`src/fsp_pkg.sv`:
```
package fsp_pkg;

    localparam int TILE_ROWS  = 32;
    localparam int MAX_WIDTH  = 4096;
    localparam int MAX_STRIDE = 64;

    localparam int RW_W    = 13;   // row_width register
    localparam int SR_W    = 7;    // stride registers
    localparam int PITCH_W = 16;
    localparam int ROW_W   = 6;    // patch row / first row
    localparam int PAGE_W  = 32;
    localparam int CNT_W   = 16;   // row count
    localparam int COL_W   = 12;
    localparam int OFS_W   = 21;
    localparam int PSZ_W   = 13;   // stride_rows * stride_cols
    localparam int ORS_W   = 13;   // sticks per output row
    localparam int SPAN_W  = PSZ_W + ORS_W;
    localparam int HELD_W  = ROW_W + SR_W;
    localparam int DATA_W  = 32;
    localparam int ADDR_W  = 5;
    localparam int IDX_W   = 3;

    localparam logic [IDX_W-1:0] REG_ROW_WIDTH    = 3'd0;
    localparam logic [IDX_W-1:0] REG_STRIDE_ROWS  = 3'd1;
    localparam logic [IDX_W-1:0] REG_STRIDE_COLS  = 3'd2;
    localparam logic [IDX_W-1:0] REG_STICK_PITCH  = 3'd3;
    localparam logic [IDX_W-1:0] REG_STICK_LENGTH = 3'd4;
    localparam logic [IDX_W-1:0] REG_FIRST_ROW    = 3'd5;
    localparam logic [IDX_W-1:0] REG_FIRST_PAGE   = 3'd6;
    localparam logic [IDX_W-1:0] REG_ROW_COUNT    = 3'd7;

    // Clamped and precomputed configuration seen by the step engine
    typedef struct packed {
        logic               busy;
        logic [RW_W-1:0]    width;
        logic [SR_W-1:0]    srows;
        logic [SR_W-1:0]    scols;
        logic [PITCH_W-1:0] pitch;
        logic [PSZ_W-1:0]   psize;
        logic [ORS_W-1:0]   ors;
        logic [SPAN_W-1:0]  span;
        logic [HELD_W-1:0]  held;
        logic [ROW_W-1:0]   first_row;
        logic [PAGE_W-1:0]  first_page;
        logic [CNT_W-1:0]   row_count;
    } t_cfg_view;

    typedef struct packed {
        logic valid;
        logic restart;
    } t_head;

    typedef struct packed {
        logic              stick_valid;
        logic [PAGE_W-1:0] dest_page;
        logic [OFS_W-1:0]  src_byte_offset;
        logic              group_last;
        logic              row_last;
        logic              job_done;
    } t_result;

endpackage

```
`src/fsp_regs.sv`:
```
module fsp_regs import fsp_pkg::*; (
    input  logic              i_clk,
    input  logic              i_rst_n,
    input  logic              psel,
    input  logic              penable,
    input  logic              pwrite,
    input  logic [ADDR_W-1:0] paddr,
    input  logic [DATA_W-1:0] pwdata,
    output logic [DATA_W-1:0] prdata,
    output logic              pready,
    output t_cfg_view         o_cfg
);

    typedef enum logic [3:0] {
        S_PREP = 4'b0001,
        S_DIV  = 4'b0010,
        S_MUL  = 4'b0100,
        S_DONE = 4'b1000
    } t_set_state;

    logic [RW_W-1:0]    r_row_width;
    logic [SR_W-1:0]    r_stride_rows;
    logic [SR_W-1:0]    r_stride_cols;
    logic [PITCH_W-1:0] r_pitch;
    logic [PITCH_W-1:0] r_length;
    logic [ROW_W-1:0]   r_first_row;
    logic [PAGE_W-1:0]  r_first_page;
    logic [CNT_W-1:0]   r_row_count;

    t_set_state         r_state;
    t_set_state         n_state;

    logic [RW_W-1:0]    r_width_c;
    logic [SR_W-1:0]    r_srows_c;
    logic [SR_W-1:0]    r_scols_c;
    logic [RW_W-1:0]    r_dividend;
    logic [SR_W-1:0]    r_rem;
    logic [ORS_W-1:0]   r_quot;
    logic [3:0]         r_step;
    logic [PSZ_W-1:0]   r_psize;
    logic [SPAN_W-1:0]  r_span;
    logic [HELD_W-1:0]  r_held;

    logic               wr;
    logic [IDX_W-1:0]   idx;
    logic [RW_W-1:0]    c_width;
    logic [SR_W-1:0]    c_srows;
    logic [SR_W-1:0]    c_scols;
    logic [SR_W:0]      rem_sh;
    logic               q_bit;

    assign pready = 1'b1;
    assign wr     = psel & penable & pwrite;
    assign idx    = paddr[ADDR_W-1:2];

    always_ff @(posedge i_clk) begin
        if (!i_rst_n) begin
            r_row_width   <= RW_W'(32);
            r_stride_rows <= SR_W'(2);
            r_stride_cols <= SR_W'(2);
            r_pitch       <= PITCH_W'(64);
            r_length      <= PITCH_W'(64);
            r_first_row   <= '0;
            r_first_page  <= '0;
            r_row_count   <= '0;
        end else if (wr) begin
            unique case (idx)
                REG_ROW_WIDTH:    r_row_width   <= pwdata[RW_W-1:0];
                REG_STRIDE_ROWS:  r_stride_rows <= pwdata[SR_W-1:0];
                REG_STRIDE_COLS:  r_stride_cols <= pwdata[SR_W-1:0];
                REG_STICK_PITCH:  r_pitch       <= pwdata[PITCH_W-1:0];
                REG_STICK_LENGTH: r_length      <= pwdata[PITCH_W-1:0];
                REG_FIRST_ROW:    r_first_row   <= pwdata[ROW_W-1:0];
                REG_FIRST_PAGE:   r_first_page  <= pwdata[PAGE_W-1:0];
                REG_ROW_COUNT:    r_row_count   <= pwdata[CNT_W-1:0];
                default: ;
            endcase
        end
    end

    always_comb begin
        unique case (idx)
            REG_ROW_WIDTH:    prdata = DATA_W'(r_row_width);
            REG_STRIDE_ROWS:  prdata = DATA_W'(r_stride_rows);
            REG_STRIDE_COLS:  prdata = DATA_W'(r_stride_cols);
            REG_STICK_PITCH:  prdata = DATA_W'(r_pitch);
            REG_STICK_LENGTH: prdata = DATA_W'(r_length);
            REG_FIRST_ROW:    prdata = DATA_W'(r_first_row);
            REG_FIRST_PAGE:   prdata = DATA_W'(r_first_page);
            REG_ROW_COUNT:    prdata = DATA_W'(r_row_count);
            default:          prdata = '0;
        endcase
    end

    always_comb begin
        if (r_row_width == '0)                      c_width = RW_W'(1);
        else if (r_row_width > RW_W'(MAX_WIDTH))    c_width = RW_W'(MAX_WIDTH);
        else                                        c_width = r_row_width;
        if (r_stride_rows == '0)                    c_srows = SR_W'(1);
        else if (r_stride_rows > SR_W'(MAX_STRIDE)) c_srows = SR_W'(MAX_STRIDE);
        else                                        c_srows = r_stride_rows;
        if (r_stride_cols == '0)                    c_scols = SR_W'(1);
        else if (r_stride_cols > SR_W'(MAX_STRIDE)) c_scols = SR_W'(MAX_STRIDE);
        else                                        c_scols = r_stride_cols;
    end

    // restoring divider step: width / stride_cols, one quotient bit per cycle
    assign rem_sh = {r_rem, r_dividend[RW_W-1]};
    assign q_bit  = rem_sh >= {1'b0, r_scols_c};

    always_comb begin
        n_state = r_state;
        unique case (r_state)
            S_PREP:  n_state = S_DIV;
            S_DIV:   if (r_step == 4'(RW_W - 1)) n_state = S_MUL;
            S_MUL:   n_state = S_DONE;
            S_DONE:  n_state = S_DONE;
            default: n_state = S_PREP;
        endcase
    end

    always_ff @(posedge i_clk) begin
        if (!i_rst_n) begin
            r_state <= S_PREP;
        end else if (wr) begin
            r_state <= S_PREP;
        end else begin
            r_state <= n_state;
        end
    end

    always_ff @(posedge i_clk) begin
        unique case (r_state)
            S_PREP: begin
                r_width_c  <= c_width;
                r_srows_c  <= c_srows;
                r_scols_c  <= c_scols;
                r_dividend <= c_width;
                r_rem      <= '0;
                r_step     <= '0;
            end
            S_DIV: begin
                r_rem        <= q_bit ? SR_W'(rem_sh - {1'b0, r_scols_c}) : rem_sh[SR_W-1:0];
                r_dividend   <= {r_dividend[RW_W-2:0], 1'b0};
                r_quot       <= {r_quot[ORS_W-2:0], q_bit};
                r_step       <= r_step + 4'd1;
                r_psize      <= PSZ_W'(r_srows_c) * PSZ_W'(r_scols_c);
                r_held       <= HELD_W'(r_first_row) * HELD_W'(r_scols_c);
            end
            S_MUL: begin
                r_span <= SPAN_W'(r_psize) * SPAN_W'(r_quot);
            end
            S_DONE: ;
            default: ;
        endcase
    end

    always_comb begin
        o_cfg.busy       = (r_state != S_DONE);
        o_cfg.width      = r_width_c;
        o_cfg.srows      = r_srows_c;
        o_cfg.scols      = r_scols_c;
        o_cfg.pitch      = r_pitch;
        o_cfg.psize      = r_psize;
        o_cfg.ors        = r_quot;
        o_cfg.span       = r_span;
        o_cfg.held       = r_held;
        o_cfg.first_row  = r_first_row;
        o_cfg.first_page = r_first_page;
        o_cfg.row_count  = r_row_count;
    end

endmodule

```
`src/fsp_front.sv`:
```
module fsp_front import fsp_pkg::*; (
    input  logic  i_clk,
    input  logic  i_rst_n,
    input  logic  i_push,
    input  logic  i_restart,
    output logic  o_full,
    input  logic  i_pop,
    output t_head o_head
);

    logic       r_mem [2];
    logic       r_wr_ptr;
    logic       r_rd_ptr;
    logic [1:0] r_count;
    logic       wr;
    logic       rd;

    assign o_full         = (r_count == 2'd2);
    assign wr             = i_push & ~o_full;
    assign rd             = i_pop & (r_count != 2'd0);
    assign o_head.valid   = (r_count != 2'd0);
    assign o_head.restart = r_mem[r_rd_ptr];

    always_ff @(posedge i_clk) begin
        if (!i_rst_n) begin
            r_wr_ptr <= 1'b0;
            r_rd_ptr <= 1'b0;
            r_count  <= '0;
        end else begin
            if (wr) r_wr_ptr <= ~r_wr_ptr;
            if (rd) r_rd_ptr <= ~r_rd_ptr;
            r_count <= r_count + {1'b0, wr} - {1'b0, rd};
        end
    end

    always_ff @(posedge i_clk) begin
        if (wr) r_mem[r_wr_ptr] <= i_restart;
    end

endmodule

```
`src/fsp_back.sv`:
```
module fsp_back import fsp_pkg::*; (
    input  logic      i_clk,
    input  logic      i_rst_n,
    input  t_cfg_view i_cfg,
    input  t_head     i_head,
    input  logic      i_out_ready,
    output logic      o_pop,
    output logic      o_res_valid,
    output t_result   o_res
);

    logic [CNT_W-1:0]  r_rows_left,     n_rows_left,     e_rows_left;
    logic [PAGE_W-1:0] r_row_base,      n_row_base,      e_row_base;
    logic [PAGE_W-1:0] r_patch_base,    n_patch_base,    e_patch_base;
    logic [ROW_W-1:0]  r_patch_row,     n_patch_row,     e_patch_row;
    logic [ROW_W-1:0]  r_srh,           n_srh,           e_srh;
    logic [COL_W-1:0]  r_col_in_row,    n_col_in_row,    e_col_in_row;
    logic [ROW_W-1:0]  r_col_in_stride, n_col_in_stride, e_col_in_stride;
    logic [COL_W-1:0]  r_patch_col,     n_patch_col,     e_patch_col;
    logic [PAGE_W-1:0] r_next_page,     n_next_page,     e_next_page;
    logic [OFS_W-1:0]  r_group_offset,  n_group_offset,  e_group_offset;
    logic [ORS_W-1:0]  r_ors,           n_ors,           e_ors;
    logic [SPAN_W-1:0] r_span,          n_span,          e_span;
    logic [HELD_W-1:0] r_held,          n_held,          e_held;

    logic              go;
    logic              rst_req;
    logic              idle;
    logic              r_last;
    logic              g_last;
    logic              stride_wrap;
    logic              patch_end;
    logic [COL_W-1:0]  pc_inc;
    logic [PAGE_W-1:0] jump_page;
    logic [PAGE_W-1:0] new_patch_base;
    logic [SR_W-1:0]   nr;

    assign go          = i_head.valid & i_out_ready & ~i_cfg.busy;
    assign o_pop       = go;
    assign o_res_valid = go;
    assign rst_req     = i_head.restart;

    // a restart request reloads from config, then produces its stick in the same step
    always_comb begin
        e_rows_left     = rst_req ? i_cfg.row_count  : r_rows_left;
        e_row_base      = rst_req ? i_cfg.first_page : r_row_base;
        e_patch_base    = rst_req ? i_cfg.first_page : r_patch_base;
        e_patch_row     = rst_req ? i_cfg.first_row  : r_patch_row;
        e_srh           = rst_req ? i_cfg.first_row  : r_srh;
        e_col_in_row    = rst_req ? '0               : r_col_in_row;
        e_col_in_stride = rst_req ? '0               : r_col_in_stride;
        e_patch_col     = rst_req ? '0               : r_patch_col;
        e_next_page     = rst_req ? i_cfg.first_page : r_next_page;
        e_group_offset  = rst_req ? '0               : r_group_offset;
        e_ors           = rst_req ? i_cfg.ors        : r_ors;
        e_span          = rst_req ? i_cfg.span       : r_span;
        e_held          = rst_req ? i_cfg.held       : r_held;
    end

    assign idle        = (e_rows_left == '0);
    assign r_last      = ({1'b0, e_col_in_row} == (i_cfg.width - RW_W'(1)));
    assign g_last      = r_last
                         || ((e_col_in_row % COL_W'(TILE_ROWS)) == COL_W'(TILE_ROWS - 1));
    assign stride_wrap = (({1'b0, e_col_in_stride} + SR_W'(1)) == i_cfg.scols);
    assign pc_inc      = e_patch_col + COL_W'(1);
    assign jump_page   = e_row_base + PAGE_W'(pc_inc) * PAGE_W'(i_cfg.psize);
    assign nr          = {1'b0, e_patch_row} + SR_W'(1);
    assign patch_end   = (nr == i_cfg.srows);
    assign new_patch_base = e_patch_base + PAGE_W'(e_span) - PAGE_W'(e_held);

    always_comb begin
        n_rows_left     = e_rows_left;
        n_row_base      = e_row_base;
        n_patch_base    = e_patch_base;
        n_patch_row     = e_patch_row;
        n_srh           = e_srh;
        n_col_in_row    = e_col_in_row;
        n_col_in_stride = e_col_in_stride;
        n_patch_col     = e_patch_col;
        n_next_page     = e_next_page;
        n_group_offset  = e_group_offset;
        n_ors           = e_ors;
        n_span          = e_span;
        n_held          = e_held;
        if (!idle) begin
            n_group_offset  = g_last ? '0 : e_group_offset + OFS_W'(i_cfg.pitch);
            n_next_page     = stride_wrap ? jump_page : e_next_page + PAGE_W'(1);
            n_patch_col     = stride_wrap ? pc_inc : e_patch_col;
            n_col_in_stride = stride_wrap ? '0 : e_col_in_stride + ROW_W'(1);
            n_col_in_row    = e_col_in_row + COL_W'(1);
            if (r_last) begin
                if (patch_end) begin
                    n_patch_base = new_patch_base;
                    n_row_base   = new_patch_base;
                    n_patch_row  = '0;
                    n_srh        = '0;
                    n_held       = '0;
                end else begin
                    n_row_base  = e_row_base + PAGE_W'(i_cfg.scols);
                    n_patch_row = nr[ROW_W-1:0];
                end
                n_rows_left     = e_rows_left - CNT_W'(1);
                n_col_in_row    = '0;
                n_col_in_stride = '0;
                n_patch_col     = '0;
                n_next_page     = n_row_base;
                n_group_offset  = '0;
            end
        end
    end

    always_comb begin
        o_res.stick_valid     = ~idle;
        o_res.dest_page       = idle ? '0 : e_next_page;
        o_res.src_byte_offset = idle ? '0 : e_group_offset;
        o_res.group_last      = ~idle & g_last;
        o_res.row_last        = ~idle & r_last;
        o_res.job_done        = idle | (n_rows_left == '0);
    end

    always_ff @(posedge i_clk) begin
        if (!i_rst_n) begin
            r_rows_left     <= '0;
            r_row_base      <= '0;
            r_patch_base    <= '0;
            r_patch_row     <= '0;
            r_srh           <= '0;
            r_col_in_row    <= '0;
            r_col_in_stride <= '0;
            r_patch_col     <= '0;
            r_next_page     <= '0;
            r_group_offset  <= '0;
            r_ors           <= '0;
            r_span          <= '0;
            r_held          <= '0;
        end else if (go) begin
            r_rows_left     <= n_rows_left;
            r_row_base      <= n_row_base;
            r_patch_base    <= n_patch_base;
            r_patch_row     <= n_patch_row;
            r_srh           <= n_srh;
            r_col_in_row    <= n_col_in_row;
            r_col_in_stride <= n_col_in_stride;
            r_patch_col     <= n_patch_col;
            r_next_page     <= n_next_page;
            r_group_offset  <= n_group_offset;
            r_ors           <= n_ors;
            r_span          <= n_span;
            r_held          <= n_held;
        end else if (i_cfg.busy) begin
            // strides may have changed mid-job: refresh products of held state
            r_span <= SPAN_W'(i_cfg.psize) * SPAN_W'(r_ors);
            r_held <= HELD_W'(r_srh) * HELD_W'(i_cfg.scols);
        end
    end

endmodule

```
`src/fsp_outq.sv`:
```
module fsp_outq import fsp_pkg::*; (
    input  logic    i_clk,
    input  logic    i_rst_n,
    input  logic    i_wr,
    input  t_result i_res,
    output logic    o_ready,
    input  logic    i_pop,
    output logic    o_empty,
    output t_result o_res
);

    t_result    r_mem [2];
    logic       r_wr_ptr;
    logic       r_rd_ptr;
    logic [1:0] r_count;
    logic       rd;

    assign o_ready = (r_count != 2'd2);
    assign o_empty = (r_count == 2'd0);
    assign rd      = i_pop & ~o_empty;
    assign o_res   = r_mem[r_rd_ptr];

    always_ff @(posedge i_clk) begin
        if (!i_rst_n) begin
            r_wr_ptr <= 1'b0;
            r_rd_ptr <= 1'b0;
            r_count  <= '0;
        end else begin
            if (i_wr) r_wr_ptr <= ~r_wr_ptr;
            if (rd)   r_rd_ptr <= ~r_rd_ptr;
            r_count <= r_count + {1'b0, i_wr} - {1'b0, rd};
        end
    end

    always_ff @(posedge i_clk) begin
        if (i_wr) r_mem[r_wr_ptr] <= i_res;
    end

endmodule

```
`src/fold_stride_page_index_generator_top.sv`:
```
// A request is registered in fsp_front, then stepped and registered in fsp_outq before a pop.
// Throughput: one request per cycle (fsp_back's single-cycle stick step) unless fsp_outq is full.
// After reset and after every register write, a setup (stride/width divider and products)
// runs; requests queue meanwhile and are stepped once it finishes.
// Reset is synchronous, active low: registers take their defaults, all job state clears.
module fold_stride_page_index_generator_top import fsp_pkg::*; (
    input  logic               i_clk,
    input  logic               i_rst_n,
    input  logic               push,
    output logic               full,
    input  logic               i_restart,
    output logic               empty,
    input  logic               pop,
    output logic               o_stick_valid,
    output logic [PAGE_W-1:0]  o_dest_page,
    output logic [OFS_W-1:0]   o_src_byte_offset,
    output logic               o_group_last,
    output logic               o_row_last,
    output logic               o_job_done,
    input  logic               psel,
    input  logic               penable,
    input  logic               pwrite,
    input  logic [ADDR_W-1:0]  paddr,
    input  logic [DATA_W-1:0]  pwdata,
    output logic [DATA_W-1:0]  prdata,
    output logic               pready
);

    t_cfg_view cfg;
    t_head     head;
    t_result   step_res;
    t_result   out_res;
    logic      head_pop;
    logic      step_valid;
    logic      out_ready;

    fsp_regs u_regs (
        .i_clk   (i_clk),
        .i_rst_n (i_rst_n),
        .psel    (psel),
        .penable (penable),
        .pwrite  (pwrite),
        .paddr   (paddr),
        .pwdata  (pwdata),
        .prdata  (prdata),
        .pready  (pready),
        .o_cfg   (cfg)
    );

    fsp_front u_front (
        .i_clk     (i_clk),
        .i_rst_n   (i_rst_n),
        .i_push    (push),
        .i_restart (i_restart),
        .o_full    (full),
        .i_pop     (head_pop),
        .o_head    (head)
    );

    fsp_back u_back (
        .i_clk       (i_clk),
        .i_rst_n     (i_rst_n),
        .i_cfg       (cfg),
        .i_head      (head),
        .i_out_ready (out_ready),
        .o_pop       (head_pop),
        .o_res_valid (step_valid),
        .o_res       (step_res)
    );

    fsp_outq u_outq (
        .i_clk   (i_clk),
        .i_rst_n (i_rst_n),
        .i_wr    (step_valid),
        .i_res   (step_res),
        .o_ready (out_ready),
        .i_pop   (pop),
        .o_empty (empty),
        .o_res   (out_res)
    );

    assign o_stick_valid     = out_res.stick_valid;
    assign o_dest_page       = out_res.dest_page;
    assign o_src_byte_offset = out_res.src_byte_offset;
    assign o_group_last      = out_res.group_last;
    assign o_row_last        = out_res.row_last;
    assign o_job_done        = out_res.job_done;

endmodule

```
`config.mk`:
```
export PLATFORM = sky130hd
export DESIGN_NAME = fold_stride_page_index_generator_top
export DESIGN_NICKNAME = d
export VERILOG_FILES = /design/src/fsp_pkg.sv /design/src/fsp_regs.sv /design/src/fsp_front.sv /design/src/fsp_back.sv /design/src/fsp_outq.sv /design/src/fold_stride_page_index_generator_top.sv
export SDC_FILE = /design/constraint.sdc
export NUM_CORES = 2
export LEC_CHECK = 0
export ABC_AREA = 1
export BUFFER_PORTS_ARGS = -buffer_cell sky130_fd_sc_hd__buf_2
export CORE_MARGIN = 2
export CORE_UTILIZATION = 59
export CTS_CLUSTER_SIZE = 30
export DETAILED_ROUTE_END_ITERATION = 12
export PLACE_DENSITY = 0.88
export SLEW_MARGIN = 20
export SYNTH_ARGS = -nofsm -noshare
export SYNTH_HDL_FRONTEND = slang
export SYNTH_SLANG_ARGS = --single-unit
```
`constraint.sdc`:
```
create_clock -name i_clk -period 6.5 [get_ports i_clk]
set_input_delay 0.975 -clock i_clk [delete_from_list [all_inputs] [get_ports i_clk]]
set_output_delay 0.975 -clock i_clk [all_outputs]
set_load 0.02 [all_outputs]
```
**After elaboration in Yosys (flattened, before gate mapping)**

Memory sizes are Yosys's and may differ from the RTL's. A register that Yosys moved wholly into a read port is not among the register bits.
Cells that the tools add are included.

- Bits in registers: 468
- RAM bits: 116
- Output and inout bits: 92
- Word-level logic and storage cells: 202
- Memories kept: 2

Memories:

| memory | words | bits a word | rd ports | clocked after Yosys merged registers in | wr ports | RTL line | text |
|---|---|---|---|---|---|---|---|
| u_outq.r_mem | 2 | 57 | 1 | 1 | 1 | fsp_outq.sv:12 | `t_result r_mem [2];` |
| u_front.r_mem | 2 | 1 | 1 | 1 | 1 | fsp_front.sv:11 | `logic r_mem [2];` |

- $add $sub $neg: 19
- Multipliers: 6
- $lt $le $gt $ge: 4
- Eq/ne operators: 20
- Multiplexer cells: 68
- Bitwise operators: 19
- Reduce and logical (&&, ||, !) cells: 24

Operators with widths:

| kind | count |
|---|---|
| $mux W32 | 13 |
| $pmux W32 S8 | 1 |
| $mux W21 | 5 |
| $mux W13 | 8 |
| $mux W12 | 7 |
| $mux W26 | 3 |
| $mux W6 | 12 |
| $mul A13 B13 Y26 | 2 |
| $mux W16 | 3 |
| $add A32 B1 Y32 const B | 1 |
| $add A32 B25 Y32 | 1 |
| $add A32 B26 Y32 | 1 |
| $add A32 B7 Y32 | 1 |
| $logic_not A16 Y1 | 2 |
| $sub A32 B13 Y32 | 1 |
| $mul A6 B7 Y13 | 2 |
| $pmux W13 S2 | 1 |
| $mul A12 B13 Y25 | 1 |
| $add A12 B1 Y12 const B | 2 |
| $add A21 B16 Y21 | 1 |
| $mux W7 | 3 |
| $reduce_and A2 Y1 | 9 |
| $sub A16 B1 Y16 const B | 1 |
| $add A6 B1 Y7 const B | 2 |
| 39 further kinds | 77 |

**Logic depth before layout (Yosys ltp)**

- Word-level depth: 7
- Gate-level depth with buffers: 47
- Gate-level depth less buffers: 42

**By module**

A second synthesis with hierarchy kept.

- Cell total of the unflattened synthesis: 7720
- Area, all modules: 56382.8 um^2

Modules (own cells, without submodules):

| module | instances | cells an instance | area each (um^2) |
|---|---|---|---|
| fsp_back | 1 | 5154 | 33263.2 |
| fsp_regs | 1 | 2311 | 18318.8 |
| fsp_outq | 1 | 213 | 4470.5 |
| fsp_front | 1 | 42 | 330.3 |

**Worst setup path before layout**

Ideal clock, no wire load.

- Path type: reg2reg
- Start point: memory u_front.r_mem[0]
- End point: register u_back.r_next_page[29]
- Setup time: 0.117 ns
- Arrival: 6.907 ns
- Slack: -0.524 ns
- Stages on the path, launching flop included: 46
- Path buffers: 6
- Period minus slack after synthesis: 7.024 ns
- Path through: edfxtp_1 nand2_8 nand2_8 buf_6 buf_4 buf_2 buf_2 buf_2 nor2_1 ha_1 inv_1 nor2_1 inv_1 nor2_1 nand3_1 nor2_1 nand2_1 or3_1 (+10 left out) fa_1 inv_1 ha_1 nand2_1 inv_1 nand2_1 inv_1 a21oi_1 nand3_1 nand2_1 o21ai_0 xor2_1 nand2_1 nand2_1 nand2_1 nand2_1 nor2_1 nor2_1

RTL lines:

| item | RTL line | text |
|---|---|---|
| start, declared | fsp_front.sv:11 |  |
| end signal, assigned | fsp_back.sv:145 | `r_next_page <= n_next_page;` |
| end, declared | fsp_back.sv:20 | `logic [PAGE_W-1:0] r_next_page, n_next_page, e_next_page;` |

==> metrics.txt <==
status=complete, but fails checks; violated checks=setup timing; row cnt=112; vias in the first global route=50330; layout cells sized above 1=0.09446; Hold Vio Cnt, Final=0; CP delay by family, top=adder cells; Post-Syn Area per Cell=7.371 um^2; total gr overflow=0; Leakage Power=30.08 nW; Max FO, Critical Path=5; met2 usage=0.5669; Routed WL per cell=19.33 um; CTS Buf Count=67; Synth cell types=64; antenna violations before repair=1; CP arrival=7060 ps; Final #Nets=8431; GP Congestion=0.9990; worst stage delay on the critical path=530 ps; Die Height=309.9 um; Seq cells post-synth=586; Core Footprint=93050 um^2; Mapped Nets=8366; Hold Path Depth=1; Finished Core Util=0.6513; Hold Path Origin=u_outq.r_rd_ptr; final clock skew=23.81 ps; part of the Yosys area used for sequential elements=0.2545; Antenna Nets Post-Route=0; yosys warns=0; Hold WC Path Type=reg -> reg; Setup WS pre-CTS=-85.13 ps; DRC violations left=0; FF-to-FF Start=u_front.r_mem[0]; CP Capture Type=register; CTS root buf=clkbuf_16; Via density=5.823; met3 GRT Util=0.06110; crit path launch=u_front.r_mem[0]; # fillers=7592; relative slew slack=0.2887; Worst-Skew Late Latency=640 ps; CP required=7020 ps; FFs w/ async S/R, synth=0; H-tree Lvls=3; overall routed net length=171400 um; Area Growth Syn to Fin=9.749%; Register-to-Register Path Depth=39; most common cell after layout, fill and taps aside=nand2_1; CTS max path bufs=3; Port Buf Inserts=133; pwr/cell area=219.0 nW/um^2; Mapped Area=55220 um^2; Critical Path Stages=39; setup ws final=-37.86 ps; via count=51650; Worst path slowest cell=fa_1; Peak VDD IR=0.6351 mV; WHS Endpoint=u_outq.r_rd_ptr; EDFF count, synth=232; Max Clock Freq=0.1530 GHz; grt met1 use=0.4544; Bufs and invs on worst path=6; dpl hpwl=128800 um; max_cap viols=0; Synth Instances=7492; CTS tree=done; Sequential Area=14060 um^2; RR Endpoint=u_back.r_next_page[30]; final setup fails=5; commonest non-fill, non-tap cells in the layout=nand2_1 (1867), inv_1 (1343), nor2_1 (558); Global Route Usage Sum=0.3543; fin crit share=1.006; die width=309.9 um; clk slew on worst S/H paths=60 ps; Max Slew Vio Count=0; Tmin final=6538 ps; area taken by multi-input logic gates=35170 um^2; Startpoint Class=register; starting density of the core=0.5935; io pins=137; global route hottest layer=met2; r2r setup slk=-40 ps; first-pass GRT wire length=267800 um; initial detailed-routing violation count=6135; largest net degree at the start of global routing=196; die area=96060 um^2; most used cell, CP=nand2_1; Slew @ Worst Pin=1067 ps; CP Class=reg -> reg; drt first pass iters=9; Post-synth top flop=dfxtp_1; RSZ-0062 raised after global routing=true; Clock Sinks=586
## where the power goes
| part | leakage, nW | internal (W) | switching [W] |
|---|---|---|---|
| sequential | 5.03 | 0.00412 | 0.000143 |
| clock | 1.13 | 0.00234 | 0.00173 |
| combinational | 23.9 | 0.00181 | 0.00313 |
## timing repair
item / CTS / global route
buffers inserted: 0 / 20
hold buffers: 0 / 0
pin swaps: 1 / 43
gates cloned: 0 / 2
endpoints found under the setup margin: 12 / 24
gates resized for setup: 7 / 110
## registers in the layout, summed over array words and instances, names as in the netlist, 21 cells and up, named ones only
signal                 flops
u_outq.r_mem             114
u_back.r_next_page        32
u_back.r_patch_base       32
u_back.r_row_base         32
u_regs.r_first_page       32
u_back.r_span             26
u_regs.r_span             26
u_back.r_group_offset     21
## worst reg2reg max path, delay by kind of cell, from the launching register on
kind                     cells  cell delay (ps)
flip-flops                   1              400
adder cells (fa/ha/maj)      7             2930
AND/OR/NAND/NOR             26             2570
buffers and inverters        6              520
## final cells by class
class,count,area share
clock buffers,92,0.03173
inverters,1383,0.08592
clock inverters,32,0.006854
multi-input cells,5198,0.5802
well taps,1254,0.02589
flip-flops and latches,586,0.2319
repair buffers,321,0.03730
diodes,4,0.0001652
## per-stage QoR
stage	hold slack [ps]	instance area, um^2	instances	total power, W	TNS [ps]
after global placement	436.1	57670	8720	0.008894	-44.62
final	453.4	60610	8870	0.01327	-95.11
after floorplan	425.7	55460	7492	0.007766	-878.9
after CTS	456.6	60030	8844	0.01313	-3.308
after detailed placement	449.7	57680	8720	0.009077	-516.3
after global routing	479.1	60600	8867	0.01393	-5156
## cells in the mapped netlist, types with 57 or more instances
cell type / instances / area share
nor2_1: 584 / 0.040
inv_1: 1360 / 0.092
xor2_1: 119 / 0.019
o21ai_1: 69 / 0.0063
mux2_2: 57 / 0.012
nand3_1: 265 / 0.024
fa_1: 457 / 0.17
edfxtp_1: 232 / 0.13
dfxtp_1: 354 / 0.13
ha_1: 372 / 0.084
o21ai_0: 446 / 0.040
a21oi_1: 478 / 0.043
nand2_1: 1888 / 0.13
clkbuf_1: 240 / 0.016
## worst max-delay path by stage
stage	endpoint	slack (ps)
CTS	u_back.r_next_page[29]	-3
floorplan	u_back.r_next_page[29]	-180
detailed placement	u_back.r_next_page[23]	-90
global route	u_back.r_next_page[27]	-370
finish	u_back.r_next_page[30]	-40
global placement	u_back.r_next_page[27]	-40
## routing by layer
metal / wire, um / share of wire
met3: 17420 / 0.10
met4: 10840 / 0.063
met1: 65070 / 0.38
met2: 78080 / 0.46
met5: 0 / 0
## cells by family (layout without fill, tap and decap cells)
kind of cell,Yosys count,in the layout,synth area share
buf+inv,1708,1828,0.1196
fa+ha+maj,829,829,0.2500
simple gates,2930,2930,0.2161
compound gates,1189,1189,0.1172
flops,586,586,0.2545
xor+xnor,167,167,0.02649
mux,82,82,0.01615
other cells,1,5,0.00006791
Note: power is estimated with default switching activity, not from simulation.
